[config.mk]
export PLATFORM = sky130hd
export DESIGN_NAME = ethernet_tx_framer
export DESIGN_NICKNAME = d
export VERILOG_FILES = /design/src/hw/rtl/etf_pkg.sv /design/src/hw/rtl/ethernet_tx_framer.sv
export SDC_FILE = /design/constraint.sdc
export NUM_CORES = 1
export LEC_CHECK = 0
export ABC_CLOCK_PERIOD_IN_PS = 3400
export BUFFER_PORTS_ARGS = -buffer_cell sky130_fd_sc_hd__buf_2
export CAP_MARGIN = 15
export CORE_ASPECT_RATIO = 1.2
export CORE_MARGIN = 2
export CORE_UTILIZATION = 45
export CTS_CLUSTER_SIZE = 10
export DETAILED_ROUTE_END_ITERATION = 6
export HOLD_SLACK_MARGIN = 0.15
export PLACE_DENSITY = 0.74
export SLEW_MARGIN = 20
export SYNTH_ARGS = -nofsm -noshare
export SYNTH_HDL_FRONTEND = slang
export SYNTH_SLANG_ARGS = --single-unit
export TNS_END_PERCENT = 100
[constraint.sdc]
create_clock -name clk -period 3.4 [get_ports clk]
set_clock_uncertainty 0.2 [all_clocks]
set_input_delay 0.51 -clock clk [delete_from_list [all_inputs] [get_ports clk]]
set_output_delay 0.51 -clock clk [all_outputs]
set_load 0.02 [all_outputs]
[src/hw/rtl/etf_pkg.sv]
// Package for the Ethernet transmit framer: state type, framing constants
// and the byte-wide CRC-32 update. No dependencies.
`timescale 1ns / 1ps

package etf_pkg;

    typedef enum logic [2:0] {
        ST_IDLE,
        ST_PRE,
        ST_SFD,
        ST_DATA,
        ST_FCS,
        ST_GAP
    } etf_state_t;

    localparam logic [7:0]  PREAMBLE_BYTE  = 8'h55;
    localparam logic [2:0]  PREAMBLE_LAST  = 3'd6;   // seven preamble bytes
    localparam logic [7:0]  SFD_BYTE       = 8'hD5;
    localparam logic [1:0]  FCS_LAST       = 2'd3;   // four FCS bytes
    localparam logic [31:0] CRC_INIT       = 32'hFFFF_FFFF;
    localparam logic [31:0] CRC_POLY       = 32'hEDB8_8320;
    localparam logic [5:0]  GAP_MIN        = 6'd1;
    localparam logic [5:0]  GAP_MAX        = 6'd48;
    localparam logic [5:0]  GAP_RESET      = 6'd12;
    localparam logic [1:0]  ADDR_GAP       = 2'd0;   // register index of the gap count

    // Reflected CRC-32, one byte folded in LSB first.
    function automatic logic [31:0] crc32_fold_byte(input logic [31:0] crc_in,
                                                    input logic [7:0]  byte_in);
        logic [31:0] c;
        c = crc_in ^ {24'd0, byte_in};
        for (int b = 0; b < 8; b++) begin
            if (c[0]) begin
                c = (c >> 1) ^ CRC_POLY;
            end
            else begin
                c = c >> 1;
            end
        end
        return c;
    endfunction

endpackage

[src/hw/rtl/ethernet_tx_framer.sv]
// Ethernet transmit framer: preamble/SFD insertion, CRC-32 FCS append and
// inter-packet gap. Depends on etf_pkg.
`timescale 1ns / 1ps

// Ethernet transmit framer. Payload items (payload_byte, frame_end) enter on
// in_valid/in_stall; the line stream leaves one result per cycle, while
// out_stall is low, on out_valid/out_stall as line_byte, line_enable and
// run_last, where run_last flags the final result of each item. The first
// item of a frame produces seven 0x55 preamble bytes, the 0xD5 delimiter and
// the payload byte. Middle items produce just the payload byte, so a frame
// body flows at one item per clock when not stalled. An item with frame_end
// set is followed by the four FCS bytes (complemented CRC-32, least
// significant byte first), then by as many idle results as the gap count
// (clamped to 1..48), with line_enable low and line_byte zero. The rate is
// set by the single output register, which takes one result per cycle when
// not stalled; the next item is taken in the cycle its predecessor's final
// result loads. Config register (6 bits, reset 12, any paddr): the user must
// write it over APB only while the framer is idle; the block does not enforce it.
module ethernet_tx_framer (
    input  logic        clk,
    input  logic        rst_n,
    // payload items
    input  logic        in_valid,
    output logic        in_stall,
    input  logic [7:0]  payload_byte,
    input  logic        frame_end,
    // line stream
    output logic        out_valid,
    input  logic        out_stall,
    output logic [7:0]  line_byte,
    output logic        line_enable,
    output logic        run_last,
    // config port
    input  logic        psel,
    input  logic        penable,
    input  logic        pwrite,
    input  logic [1:0]  paddr,
    input  logic [31:0] pwdata,
    output logic [31:0] prdata,
    output logic        pready
);
    import etf_pkg::*;

    // sequencer state and held item
    etf_state_t  state_reg, state_next;
    logic [5:0]  cnt_reg, cnt_next;
    logic [7:0]  data_reg, data_next;
    logic        last_reg, last_next;
    logic [31:0] crc_reg, crc_next;
    logic        in_frame_reg, in_frame_next;
    logic [5:0]  gap_reg;

    // output register
    logic        out_valid_reg;
    logic [7:0]  line_byte_reg;
    logic        line_enable_reg;
    logic        run_last_reg;

    // current result
    logic [7:0]  res_byte;
    logic        res_en;
    logic        res_final;

    logic        advance;
    logic        in_accept;
    logic        cfg_write;
    logic [5:0]  gap_clamped;
    logic [31:0] fcs_word;
    logic [31:0] fcs_shifted;

    // a result moves into the output register when it is empty or draining
    assign advance   = (state_reg != ST_IDLE) && (!out_valid_reg || !out_stall);
    // take a new item once the held one has loaded its final result
    assign in_stall  = (state_reg != ST_IDLE) && !(advance && res_final);
    assign in_accept = in_valid && !in_stall;

    assign gap_clamped = (gap_reg > GAP_MAX) ? GAP_MAX :
                         (gap_reg < GAP_MIN) ? GAP_MIN : gap_reg;

    assign fcs_word    = ~crc_reg;
    assign fcs_shifted = fcs_word >> {cnt_reg[1:0], 3'b000};

    // result of the current step
    always_comb
    begin
        res_byte  = 8'd0;
        res_en    = 1'b0;
        res_final = 1'b0;
        case (state_reg)
            ST_PRE:
            begin
                res_byte = PREAMBLE_BYTE;
                res_en   = 1'b1;
            end
            ST_SFD:
            begin
                res_byte = SFD_BYTE;
                res_en   = 1'b1;
            end
            ST_DATA:
            begin
                res_byte  = data_reg;
                res_en    = 1'b1;
                res_final = !last_reg;
            end
            ST_FCS:
            begin
                res_byte = fcs_shifted[7:0];
                res_en   = 1'b1;
            end
            ST_GAP:
            begin
                res_final = (cnt_reg == 6'd1);
            end
            default:
            begin
                res_byte  = 8'd0;
            end
        endcase
    end

    // next state
    always_comb
    begin
        state_next    = state_reg;
        cnt_next      = cnt_reg;
        data_next     = data_reg;
        last_next     = last_reg;
        crc_next      = crc_reg;
        in_frame_next = in_frame_reg;

        if (advance) begin
            case (state_reg)
                ST_PRE:
                begin
                    in_frame_next = 1'b1;
                    if (cnt_reg[2:0] == PREAMBLE_LAST) begin
                        state_next = ST_SFD;
                    end
                    else begin
                        cnt_next = cnt_reg + 6'd1;
                    end
                end
                ST_SFD:
                begin
                    state_next = ST_DATA;
                end
                ST_DATA:
                begin
                    crc_next = crc32_fold_byte(crc_reg, data_reg);
                    if (last_reg) begin
                        state_next = ST_FCS;
                        cnt_next   = 6'd0;
                    end
                    else begin
                        state_next = ST_IDLE;
                    end
                end
                ST_FCS:
                begin
                    if (cnt_reg[1:0] == FCS_LAST) begin
                        state_next    = ST_GAP;
                        cnt_next      = gap_clamped;
                        crc_next      = CRC_INIT;
                        in_frame_next = 1'b0;
                    end
                    else begin
                        cnt_next = cnt_reg + 6'd1;
                    end
                end
                ST_GAP:
                begin
                    if (cnt_reg == 6'd1) begin
                        state_next = ST_IDLE;
                    end
                    else begin
                        cnt_next = cnt_reg - 6'd1;
                    end
                end
                default:
                begin
                    state_next = ST_IDLE;
                end
            endcase
        end

        // a new item overrides the step that just finished the old one
        if (in_accept) begin
            data_next  = payload_byte;
            last_next  = frame_end;
            cnt_next   = 6'd0;
            state_next = in_frame_next ? ST_DATA : ST_PRE;
        end
    end

    always_ff @(posedge clk or negedge rst_n)
    begin
        if (!rst_n) begin
            state_reg    <= ST_IDLE;
            cnt_reg      <= 6'd0;
            crc_reg      <= CRC_INIT;
            in_frame_reg <= 1'b0;
        end
        else begin
            state_reg    <= state_next;
            cnt_reg      <= cnt_next;
            crc_reg      <= crc_next;
            in_frame_reg <= in_frame_next;
        end
    end

    always_ff @(posedge clk)
    begin
        data_reg <= data_next;
        last_reg <= last_next;
    end

    // output register
    always_ff @(posedge clk or negedge rst_n)
    begin
        if (!rst_n) begin
            out_valid_reg <= 1'b0;
        end
        else if (advance) begin
            out_valid_reg <= 1'b1;
        end
        else if (!out_stall) begin
            out_valid_reg <= 1'b0;
        end
    end

    always_ff @(posedge clk)
    begin
        if (advance) begin
            line_byte_reg   <= res_byte;
            line_enable_reg <= res_en;
            run_last_reg    <= res_final;
        end
    end

    assign out_valid   = out_valid_reg;
    assign line_byte   = line_byte_reg;
    assign line_enable = line_enable_reg;
    assign run_last    = run_last_reg;

    // config register; byte offset within the word is ignored
    assign cfg_write = psel && penable && pwrite && pready;

    always_ff @(posedge clk or negedge rst_n)
    begin
        if (!rst_n) begin
            gap_reg <= GAP_RESET;
        end
        else if (cfg_write && ((paddr >> 2) == ADDR_GAP)) begin
            gap_reg <= pwdata[5:0];
        end
    end

    assign prdata = {26'd0, gap_reg};
    assign pready = 1'b1;

    // checks
    a_idle_takes_item: assert property (@(posedge clk) disable iff (!rst_n)
        (state_reg == ST_IDLE) |-> !in_stall)
        else $error("framer stalls input while idle");

    a_fcs_to_gap: assert property (@(posedge clk) disable iff (!rst_n)
        (advance && state_reg == ST_FCS && cnt_reg[1:0] == FCS_LAST)
            |=> (state_reg == ST_GAP && !in_frame_reg && crc_reg == CRC_INIT))
        else $error("frame did not close after FCS");

    a_gap_count: assert property (@(posedge clk) disable iff (!rst_n)
        (state_reg == ST_GAP) |-> (cnt_reg != 6'd0 && cnt_reg <= GAP_MAX))
        else $error("gap count out of range");

    a_idle_byte_zero: assert property (@(posedge clk) disable iff (!rst_n)
        (out_valid && !line_enable) |-> (line_byte == 8'd0))
        else $error("nonzero byte during gap");

endmodule

# Word-level counts from Yosys, hierarchy flattened
# Cells that the tools add are included.
# W data, S select, Z words.
[word_totals] out_inout_bits=45 register_bits=68 word_cells=111 in_bits=50
[classes] n_reduce_logical=20 bitwise=10 addsub=2 eq_ne=16 shifts=1 order_cmp=2 n_mux=49
[op_table] cell="$mux W32" count=23
[op_table] cell="$not A13 Y14" count=8
[op_table] cell="$pmux W32 S2" count=1
[op_table] cell="$mux W6" count=8
[op_table] cell="$not A32 Y32" count=1
[op_table] cell="$pmux W8 S4" count=1
[op_table] cell="$shr A32 B5 Y8" count=1
[op_table] cell="$xor A32 B8 Y32" count=1
[op_table] cell="$pmux W6 S4" count=1
[op_table] cell="$mux W3" count=6
[op_table] cell="$ne A3 B3 Y1 const B" count=6
[op_table] cell="$pmux W3 S5" count=1
[op_table] cell="$eq A3 B3 Y1 const B" count=3
[op_table] cell="$add A6 B1 Y6 const B" count=1
[op_table] cell="$eq A3 B2 Y1 const B" count=2
[op_table] cell="$eq A6 B1 Y1 const B" count=1
[op_table] cell="$gt A6 B6 Y1 const B" count=1
[op_table] cell="$logic_and A1 B1 Y1" count=6
[op_table] cell="$lt A6 B1 Y1 const B" count=1
[op_table] cell="$sub A6 B1 Y6 const B" count=1
[op_table] cell="$logic_not A1 Y1" count=5
[op_table] cell="$mux W1" count=5
[op_table] cell="$reduce_and A5 Y1" count=1
[op_table] cell="$reduce_bool A5 Y1" count=1
[op_table] cell="other kinds (12)" count=14

# Logic depth before layout (Yosys ltp)
[depth] ltp_word=32 depth_mapped=9

# Least setup slack after synthesis
# No wires, ideal clock.
[synth_path] kind="in2reg" startpoint="in out_stall" endpoint="reg cnt_reg[2]" t_arrival_ns=2.183 path_buffers=2 path_stages=7 required_ns=3.074 setup_slack_ns=0.891 cell_sequence="and2_1 clkbuf_1 a21oi_1 nand4b_1 buf_6 nor2b_1 a221o_1"
[synth_via] elab_chain_cells=10
[synth_lines] element="from (decl)" line="ethernet_tx_framer.sv:29" source="input logic out_stall,"
[synth_lines] element="$logic_not A1 Y1 *"
[synth_lines] element="$logic_or A1 B1 Y1 *" line="ethernet_tx_framer.sv:72" source="assign advance = (state_reg != ST_IDLE) && (!out_valid_reg || !out_stall);"
[synth_lines] element="$logic_and A1 B1 Y1 *" line="ethernet_tx_framer.sv:72"
[synth_lines] element="via advance" line="ethernet_tx_framer.sv:64" source="logic advance;"
[synth_lines] element="$logic_and A1 B1 Y1" line="ethernet_tx_framer.sv:74" source="assign in_stall = (state_reg != ST_IDLE) && !(advance && res_final);"
[synth_lines] element="$logic_not A1 Y1" line="ethernet_tx_framer.sv:74"
[synth_lines] element="$logic_and A1 B1 Y1" line="ethernet_tx_framer.sv:74"
[synth_lines] element="$logic_not A1 Y1" line="ethernet_tx_framer.sv:75" source="assign in_accept = in_valid && !in_stall;"
[synth_lines] element="$logic_and A1 B1 Y1" line="ethernet_tx_framer.sv:75"
[synth_lines] element="$ne A3 B3 Y1 (no line), or another cell as far along"
[synth_lines] element="$reduce_and A5 Y1 (no line)"
[synth_lines] element="to (signal assigned)" line="ethernet_tx_framer.sv:206" source="cnt_reg <= cnt_next;"
[synth_lines] element="to (decl)" line="ethernet_tx_framer.sv:46" source="logic [5:0] cnt_reg, cnt_next;"
# The timed path passes the listed nets; every way through them passes the cells marked *.
# A chain may end at the register's enable or synchronous reset.

# Worst setup path after layout
[layout_path] startpoint="reg cnt_reg[0]" endpoint="reg cnt_reg[5]"
[layout_via] elab_chain_cells=9
[layout_lines] element="$eq A6 B1 Y1 *" line="ethernet_tx_framer.sv:113" source="res_final = (cnt_reg == 6'd1);"
[layout_lines] element="$pmux W1 S2 *" line="ethernet_tx_framer.sv:89" source="case (state_reg)"
[layout_lines] element="$logic_and A1 B1 Y1 *" line="ethernet_tx_framer.sv:74"
[layout_lines] element="$logic_not A1 Y1 *" line="ethernet_tx_framer.sv:74"
[layout_lines] element="$logic_and A1 B1 Y1 *" line="ethernet_tx_framer.sv:74"
[layout_lines] element="$logic_not A1 Y1 *" line="ethernet_tx_framer.sv:75"
[layout_lines] element="$logic_and A1 B1 Y1 *" line="ethernet_tx_framer.sv:75"
[layout_lines] element="via in_accept" line="ethernet_tx_framer.sv:65" source="logic in_accept;"
[layout_lines] element="$ne A3 B3 Y1 (no line), or another cell as far along"
[layout_lines] element="$reduce_and A5 Y1 (no line)"
# The timed path passes the listed nets; every way through them passes the cells marked *. The select of a mux whose other input is x is not followed.

==> impl_results.md <==
- GRT Max-Usage Layer: met2
- # IOs: 95
- Ys async rst share: 72.06%
- DR WL/cell: 16.12 um
- Startpoint types: flop
- Post-route minimum period: 2.776 ns
- M3 GR Usage: 4.027%
- Clk root buf: clkbuf_16
- Reg power frac: 27.8%
- Post-synth top cells: a21oi_1 (44), nor2_1 (39), xnor2_1 (38)
- Worst EP arrival: 2.77 ns
- Clock power frac: 12.9%
- CP Max Fanout: 17
- Top-count cell post-synth: a21oi_1
- Worst-skew pair later-pin latency: 0.33 ns
- Largest net degree at the start of global routing: 50
- Setup Fix Bufs, Post-CTS: 0
- Critical register-to-register path endpoint: cnt_reg[5]
- Max Fclk: 360.3 MHz
- Drt drc: 0
- VDD IR max: 0.4082 mV
- Distinct cells, synth: 60
- Post-synth top area share: 20.19%
- Static Leak: 1.930 nW
- Sum Neg Setup Slack: 0 ns
- Post-layout instance area: 4926 um2
- Largest register FFs: 32
- Worst hold stages: 1
- TritonCTS Buffers: 9
- Final Hold Fails: 0
- Total Nets Final: 504
- Power per cell area: 1309 nW/um2
- Area leader, netlist: dfstp_2
- Clk slew on worst S/H paths: 0.05 ns
- Crit path kind: reg2reg
- Die area: 10640 um2
- Internal power: 0.003647 W
- Total wire length: 9318 um
- Tcrit/Tclk final: 81.64%
- # diodes: 0
- Vias: 3116
- Cell Area, Placed: 4624 um2
- Hold WC Path Type: in2reg
- Grt met2 use: 30.14%
- Row Count: 39
- Total gr overflow: 0
- First-pass GRT wire length: 15560 um
- Sequential-to-total area share from yosys stat: 41.57%
- Slew Limit Fails: 0
- Status: finished, final reports clean
- Top_reg_cell synth: dfstp_2
- Die width: 94.52 um
- Sw frac: 43.44%
- Synth Register Bits: 68
- Maxcap violations: 0
- Worst R2R Path Depth: 6
- Core area: 9564 um2
- Area grow syn2layout: 11.34%
- Fill cells: 859
- Worst Hold Launch: payload_byte[2]
- GR Util met1: 24.68%
- Synth Warn #: 0
- Worst-margin pin slew: 0.7245 ns
- Post-DP HPWL: 6549 um
- Number of port buffers: 39
- Initial Util: 46.26%
- FF-to-FF Start: cnt_reg[0]
- CTS max path bufs: 2
- Reg-to-reg setup timing slack: 0.62 ns
- Gate power share: 59.3%
- Syn_area_per_cell: 10.74 um2
- EDFF count, synth: 19
- 1st-iter DRT viols: 235
- Number of global-route vias before repair: 3137
- Slew HR: 51.70%
- Mapped cell area: 4424 um2
- Initial antenna violation count: 0
- Hold_ws: 0.1574 ns
- Tot Pwr: 0.006447 W
- Final Setup Violations: 0
- Sink Count: 68
- Antenna Violating Nets Remaining: 0
- Die H: 112.6 um
- Drt via density: 5.391
- RSZ-0062 raised after global routing: false
- WP data required: 3.39 ns
- CTS tree: done
- DR pass1 iterations: 4
- Psw: 0.002800 W
- Synth top area cells: dfstp_2 (20%), edfxtp_1 (13%), dfrtp_1 (8.5%), xnor2_1 (7.5%), a21oi_1 (5.0%)
- Placer Congestion: 0.8853
- Worst Hold End: data_reg[2]
- Level count of the clock H-tree: 3
- GRT Resource Usage Total: 18.83%
- Post-Synthesis Cells: 412
- Layout cells sized above 1: 28.57%
- Setup crit end kind: flop
==> cell type report <==
| type | count | area [um2] | share of cell area [%] |
|---|---|---|---|
| repair buffers | 49 | 280.3 | 5.690 |
| clock buffers | 10 | 239.0 | 4.851 |
| flip-flops and latches | 68 | 1839 | 37.34 |
| clock inverters | 6 | 30.03 | 0.6096 |
| multi-input cells | 313 | 2350 | 47.70 |
| well taps | 123 | 153.9 | 3.124 |
| inverters | 9 | 33.78 | 0.6858 |
==> cell usage in the layout, fill, tap and decap left out, drive strengths merged, types with 9 or more instances in the layout <==
master   n
nand2   16
a21oi   45
dfrtp   15
clkbuf  10
conb    27
o22ai   12
xnor2   54
nand2b   9
dfstp   34
edfxtp  19
buf     46
o21ai   10
inv      9
xor2    20
nor2    39
==> power by group through the flow <==
stage	combinational [W]	clock (W)	sequential, W
after global placement	0.00368	0	0.00178
after CTS	0.00382	0.000847	0.00179
final	0.00382	0.000831	0.00179
after floorplan	0.00314	0	0.00172
after global routing	0.00418	0.000886	0.00185
after detailed placement	0.00377	0	0.00180
==> stage by stage <==
step	util [%]	setup slack, ns	cells
5_1_grt	51.50	0.4337	578
4_1_cts	51.37	0.6276	577
2_1_floorplan	-	0.8908	437
3_5_place_dp	48.35	0.6512	559
6_report	51.50	0.6244	578
3_3_place_gp	48.35	0.6667	559
==> cells by family (layout without fill, tap and decap cells) <==
logic type / after synthesis / in the layout / share of synthesized area (%)
AND/OR/NAND/NOR: 100 / 100 / 11.68
AO/OA/AOI/OAI: 94 / 94 / 13.01
XOR/XNOR: 74 / 74 / 19.32
flip-flops: 68 / 68 / 41.57
buffers and inverters: 56 / 74 / 7.522
multiplexers: 14 / 14 / 5.599
adder cells (fa/ha/maj): 4 / 4 / 1.131
other: 2 / 27 / 0.1697
==> how the worst max path moves through the flow <==
stage	from	slack, ns	cells after the start	end
after floorplan	out_stall	0.89	7	cnt_reg[2]
after global placement	cnt_reg[0]	0.67	5	data_reg[3]
after detailed placement	cnt_reg[0]	0.65	5	data_reg[3]
after CTS	cnt_reg[0]	0.63	5	in_stall
after global routing	cnt_reg[0]	0.43	6	cnt_reg[5]
final	cnt_reg[0]	0.62	6	cnt_reg[5]
==> critical path: stages, from the launching register on <==
cell and delay [ns]:
dfrtp_1 0.81, ha_1 0.26, nand3b_1 0.14, nor3_4 0.23
a32o_1 0.58, nand2b_1 0.28, o221ai_1 0.14
==> layer usage <==
layer | routed length [um] | vias up | part of all wire (%)
met1 | 3946 | 1524 | 42
met2 | 4599 | 105 | 49
li1 | - | 1465 | -
met3 | 544 | 22 | 5.8
met5 | 0 | - | 0
met4 | 227 | 0 | 2.4
==> what timing repair did <==
item	in CTS	in global routing
hold buffers	2	1
resized for setup	0	0
hold endpoints to repair	2	15
Power figures use the tool's default switching activity.
